### config.mk
export PLATFORM = sky130hd
export DESIGN_NAME = mva_controller
export DESIGN_NICKNAME = d
export VERILOG_FILES = /design/src/rtl/core/mva_pkg.sv /design/src/rtl/core/mva_controller.sv
export VERILOG_INCLUDE_DIRS = /design/src /design/src/rtl/core
export SDC_FILE = /design/constraint.sdc
export NUM_CORES = 1
export LEC_CHECK = 0
export BUFFER_PORTS_ARGS = -buffer_cell sky130_fd_sc_hd__buf_2
export CAP_MARGIN = 10
export CORE_AREA = 10 10 47 49
export CTS_BUF_LIST = sky130_fd_sc_hd__clkbuf_16
export DETAILED_ROUTE_END_ITERATION = 7
export DIE_AREA = 0 0 57 59
export GPL_ROUTABILITY_DRIVEN = 0
export SYNTH_ARGS = -nofsm -noshare
export SYNTH_HDL_FRONTEND = slang
export SYNTH_SLANG_ARGS = --single-unit
### constraint.sdc
create_clock -name clk -period 1.5 [get_ports clk]
set_input_delay 0.15 -clock clk [delete_from_list [all_inputs] [get_ports clk]]
set_output_delay 0.15 -clock clk [all_outputs]
set_load 0.01 [all_outputs]
### src/rtl/core/matrix_vector_accumulate_core_defines.svh
// Assertion macros for the matrix-vector accumulate core
`ifndef MATRIX_VECTOR_ACCUMULATE_CORE_DEFINES_SVH
`define MATRIX_VECTOR_ACCUMULATE_CORE_DEFINES_SVH

`ifndef SYNTHESIS

`define MVA_ASSERT_SAME(label, clk, rst_n, cond, prop) \
    label: assert property (@(posedge clk) disable iff (!rst_n) (cond) |-> (prop)) \
        else $error("mva: same-cycle check failed");

`define MVA_ASSERT_NEXT(label, clk, rst_n, cond, prop) \
    label: assert property (@(posedge clk) disable iff (!rst_n) (cond) |=> (prop)) \
        else $error("mva: next-cycle check failed");

`else

`define MVA_ASSERT_SAME(label, clk, rst_n, cond, prop)

`define MVA_ASSERT_NEXT(label, clk, rst_n, cond, prop)

`endif

`endif

### src/rtl/core/mva_pkg.sv
`timescale 1ns / 1ps
`default_nettype none

package mva_pkg;

    localparam int COL_W      = 10;
    localparam int DATA_W     = 32;
    localparam int ACC_W      = 48;
    localparam int COLS_W     = 11;
    localparam int CFG_IDX_W  = 2;
    localparam int MAX_COLS   = 1024;

    localparam logic ACT_LOAD   = 1'b0;
    localparam logic ACT_MATRIX = 1'b1;

    localparam logic [CFG_IDX_W-1:0] REG_ALPHA = 2'd0;
    localparam logic [CFG_IDX_W-1:0] REG_BETA  = 2'd1;
    localparam logic [CFG_IDX_W-1:0] REG_COLS  = 2'd2;

    typedef struct packed {
        logic                     action;
        logic [COL_W-1:0]         column;
        logic signed [DATA_W-1:0] value;
        logic signed [DATA_W-1:0] row_start_value;
    } item_t;

    typedef struct packed {
        logic signed [ACC_W-1:0] row_result;
        logic                    saturated;
    } result_t;

    typedef struct packed {
        logic capture;
        logic index;
        logic write;
        logic read;
        logic mul;
        logic acc;
    } dp_cmd_t;

    typedef struct packed {
        logic action;
        logic emit;
    } dp_status_t;

endpackage

`default_nettype wire

### src/rtl/core/mva_controller.sv
`timescale 1ns / 1ps
`default_nettype none

`include "matrix_vector_accumulate_core_defines.svh"

module mva_controller (
    input  wire logic                 clk,
    input  wire logic                 rst_n,
    input  wire logic                 in_valid,
    output logic                      in_ready,
    output logic                      out_valid,
    input  wire logic                 out_ready,
    input  wire mva_pkg::dp_status_t  status,
    output mva_pkg::dp_cmd_t          cmd
);

    localparam logic [2:0] S_IDLE  = 3'd0;
    localparam logic [2:0] S_INDEX = 3'd1;
    localparam logic [2:0] S_WRITE = 3'd2;
    localparam logic [2:0] S_READ  = 3'd3;
    localparam logic [2:0] S_MUL   = 3'd4;
    localparam logic [2:0] S_ACC   = 3'd5;

    logic [2:0] state_reg;
    logic [2:0] state_next;
    logic       out_valid_reg;
    logic       out_valid_next;
    logic       out_blocked;

    assign in_ready    = (state_reg == S_IDLE);
    assign out_valid   = out_valid_reg;
    assign out_blocked = status.emit && out_valid_reg && !out_ready;

    always_comb
    begin
        cmd            = '0;
        state_next     = state_reg;
        out_valid_next = out_valid_reg && !out_ready;
        case (state_reg)
            S_IDLE:
            begin
                if (in_valid)
                begin
                    cmd.capture = 1'b1;
                    state_next  = S_INDEX;
                end
            end
            S_INDEX:
            begin
                cmd.index  = 1'b1;
                state_next = (status.action == mva_pkg::ACT_LOAD) ? S_WRITE : S_READ;
            end
            S_WRITE:
            begin
                cmd.write  = 1'b1;
                state_next = S_IDLE;
            end
            S_READ:
            begin
                cmd.read   = 1'b1;
                state_next = S_MUL;
            end
            S_MUL:
            begin
                cmd.mul    = 1'b1;
                state_next = S_ACC;
            end
            S_ACC:
            begin
                if (!out_blocked)
                begin
                    cmd.acc    = 1'b1;
                    state_next = S_IDLE;
                    if (status.emit)
                    begin
                        out_valid_next = 1'b1;
                    end
                end
            end
            default:
            begin
                state_next = S_IDLE;
            end
        endcase
    end

    always_ff @(posedge clk or negedge rst_n)
    begin
        if (!rst_n)
        begin
            state_reg     <= S_IDLE;
            out_valid_reg <= 1'b0;
        end
        else
        begin
            state_reg     <= state_next;
            out_valid_reg <= out_valid_next;
        end
    end

    `MVA_ASSERT_NEXT(a_accept_to_index, clk, rst_n, in_valid && in_ready, state_reg == S_INDEX)
    `MVA_ASSERT_NEXT(a_stall_holds_acc, clk, rst_n, (state_reg == S_ACC) && out_blocked, state_reg == S_ACC)
    `MVA_ASSERT_NEXT(a_emit_sets_valid, clk, rst_n, cmd.acc && status.emit, out_valid_reg)
    `MVA_ASSERT_SAME(a_acc_not_blocked, clk, rst_n, cmd.acc, !out_blocked)

endmodule

`default_nettype wire

==> out/summary.md <==
The synthesized-area fraction occupied by ao, oa, aoi and oai cells was 0.0977. Hold is met by 0.127 ns. In this run, placement finished with an instance count of 53. The logs give 0 for the number of antenna violations at the first check in global routing and 0 for the final-report setup violation count.

The horizontal extent of the die was 57 um. The root buffer cell chosen for the clock tree is clkbuf_16. The sequential fraction of the synthesis area is 0.372, and the setup TNS after final layout is 0 ns.

The number of failing hold endpoints at the final stage was 0. The number of iterations in the first detailed-routing pass is 4, and the count of buffering cells on the critical path with inverters included is 2. 0 antenna diodes ended up in the layout.

The startpoint kind of the worst setup timing path was a register. Via density per instance: 4.30. The worst-case vdd ir drop came out at 436 uV. For the pin with the worst max-slew slack, the measured transition is 0.270 ns.

The total overflow reported by the global router was 0. Ranked by total cell area, the synthesized netlist is headed by dfrtp_1, nor3b_1, nand4b_1. In the final design database the tool counted 49 nets.

The longest clock path from root to sink contains 2 buffers. The final antenna-violating net count is 0. In this design, the largest share of critical-path delay is due to flip-flops.

After filler insertion, the fill cell instance count of the layout stands at 149. In the synthesized netlist, the number of instances is 27. The number of standard-cell rows in the floorplan came out at 14.

Counting flops with a built-in enable in the synthesized netlist gives 0. The area growth from synthesis to layout is 55.3%. Setup repair after global routing left no endpoint under its margin. The cell with the biggest individual delay on the critical path was dfrtp_1.

Wires add up to 696 um. For the total nets after synthesis, the log shows 33. The residual DRC count is 0, and the mean area per synthesized cell is 9.96 um2. STA classifies the critical path endpoint as a primary output. The simple-gate portion of the synthesized area is 0.400, and the detailed-route wire length per cell is 12.2 um.

The tools report the max-slew violation count as 0. The clock arrives with 0.000906 ns of skew. STA puts the critical path data arrival time at 1.26 ns. The adder and majority cell fraction of the synthesized area was 0. In this run the count of I/O pins placed on the die edge is 14. The worst hold path belongs to the class in2reg. For this run, the leading register cell type out of synthesis is dfrtp_1. The worst path needs 1.41 ns of the cycle, external delays included. Across all layers, the routed design uses 245 vias.

Entering global routing, the biggest net connects 13 pins. During synthesis, Yosys emitted a total of 0 warnings. The portion of the clock cycle consumed by the worst path in the final layout is 0.943.

The overall track demand over capacity in global routing is 0.0434, and the synthesized-area fraction occupied by xor and xnor cells is 0. The async set-or-reset flop fraction in the synthesized netlist came out at 1.00. The number of global-route vias before repair came out at 255. The number of levels in the clock H-tree is 1. Walking the worst path, the cells encountered are or3b_4, inv_1, buf_2. For the netlist area before placement, the log shows 269 um2. The logs give 0.298 for the final core area utilization and 0 for the reported max-cap violation count. For the worst-skew pair, the clock arrives at the later sink with an insertion delay of 0.22 ns.

After synthesis, the largest family of logic cells by area is simple AND/OR/NAND/NOR gates. Static timing analysis puts the maximum clock frequency at 707 MHz. Core outline area: 0.00140 mm2. After clock tree synthesis, the clock-pin slew on the worst setup and hold paths is 0.03 ns.

The flow ran to the end, and the final reports show no timing, DRC or antenna violations. The starting density of the core was 0.192; the first-pass GRT wire length was 1130 um. The logs give 1.35 ns for the required time at the worst-slack endpoint and 3 for the number of buffers inserted during clock tree synthesis.

The floorplan step defined a die boundary enclosing 0.00336 mm2. The flip-flop count of the largest register after layout came out at 3. For this block, the initial DRC count from the detailed router was 7. By count the netlist is led by dfrtp_1, inv_1, nor3b_1. The count of buffers added on input and output ports is 13.

The most common cell in the synthesized netlist is dfrtp_1. The tools report the headroom to the max-slew limit as 0.820. The analysis attributes to cell leakage a power of 0.209 nW. Measured along the y axis, the die boundary spans 59 um.

The flop and latch count out of synthesis came out at 4. Excluding fillers, the count of instances in the completed layout stands at 57. The clock drives 4 sinks. In this run, distinct cell masters in the synthesized netlist total 17.

The peak per-stage delay on the critical path is 0.46 ns. The fraction of final layout cells sized beyond drive strength 1 works out to 0.512. The synthesized design spends more area on one cell type than any other, namely dfrtp_1. In this run the worst path has a maximum fanout of 10.

The post-synthesis mux area share came out at 0. The path type of the worst setup path is reg2out. The proportion of netlist area held by the largest area contributor is 0.372. TritonCTS built the clock tree. Dividing total power by cell area gives a power density of 2300 mW/mm2.
==> per-stage QoR <==
step / area [um2] / worst slack [ns] / power (mW)
2_1_floorplan: 269 / 0.295 / 0.474
3_3_place_gp: 330 / 0.275 / 0.543
3_5_place_dp: 330 / 0.270 / 0.544
4_1_cts: 415 / 0.0307 / 0.967
5_1_grt: 418 / 0.0182 / 1.03
6_report: 418 / 0.0854 / 0.960
==> per-layer routing <==
layer / track usage / up-vias / routed length (um)
met5: 0 / - / 0
met4: 0.0503 / 0 / 14
met3: 0.0172 / 2 / 60
met2: 0.0651 / 8 / 360
met1: 0.0420 / 110 / 260
li1: - / 125 / -
==> logic make-up after synthesis <==
| group | Yosys count |
|---|---|
| flip-flops | 4 |
| buffers and inverters | 6 |
| AND/OR/NAND/NOR | 14 |
| AO/OA/AOI/OAI | 3 |
==> what timing repair did <==
item                                    CTS  global route
resized for setup                         0             2
hold endpoints to repair                  4             0
setup buffers                             0             0
hold buffers                              1             0
endpoints found under the setup margin    0             1
==> power by group <==
part	internal, mW	leakage, nW	switching, mW	total [mW]
Clock	0.340	0.0370	0.0709	0.411
Sequential	0.157	0.0494	0.0967	0.254
Combinational	0.162	0.123	0.133	0.295
==> path summary, 6_finish.rpt <==
check | to | depth (start not counted) | from | slack, ns
worst min-delay path | out_valid | 2 | out_ready | 0.13
worst min register to register | state_reg[1] | 1 | state_reg[2] | 0.56
worst max register to register | state_reg[2] | 2 | state_reg[1] | 0.48
max in group asynchronous | state_reg[0] | 2 | rst_n | 1.11
worst max-delay path | cmd[1] | 3 | state_reg[1] | 0.09
min in group asynchronous | state_reg[1] | 2 | rst_n | 0.27
==> placed cells by master, fill, tap and decap left out <==
master / Yosys / final
o21ai_0: 1 / 1
o211ai_2: 1 / 1
inv_1: 3 / 3
and2_1: 1 / 1
a311oi_1: 1 / 1
nor3b_1: 3 / 3
and4b_2: 1 / 1
buf_2: 1 / 13
nand4b_1: 2 / 2
or2b_1: 1 / 1
dfrtp_2: 0 / 2
nand2b_1: 1 / 1
nand3b_1: 2 / 2
or3b_4: 1 / 1
dfrtp_1: 4 / 2
dlygate4sd3_1: 0 / 1
clkbuf_16: 0 / 3
nor3_1: 2 / 2
==> cell type report <==
cell class                 count  area [um2]  area share
timing repair buffer          14        75.1       0.180
multi-input combinational     17         134       0.320
inverter                       3        11.3      0.0269
tap                           16        20.0      0.0479
sequential                     4         103       0.246
clock buffer                   3        75.1       0.180
No activity file was read; power rests on OpenSTA's default activity.
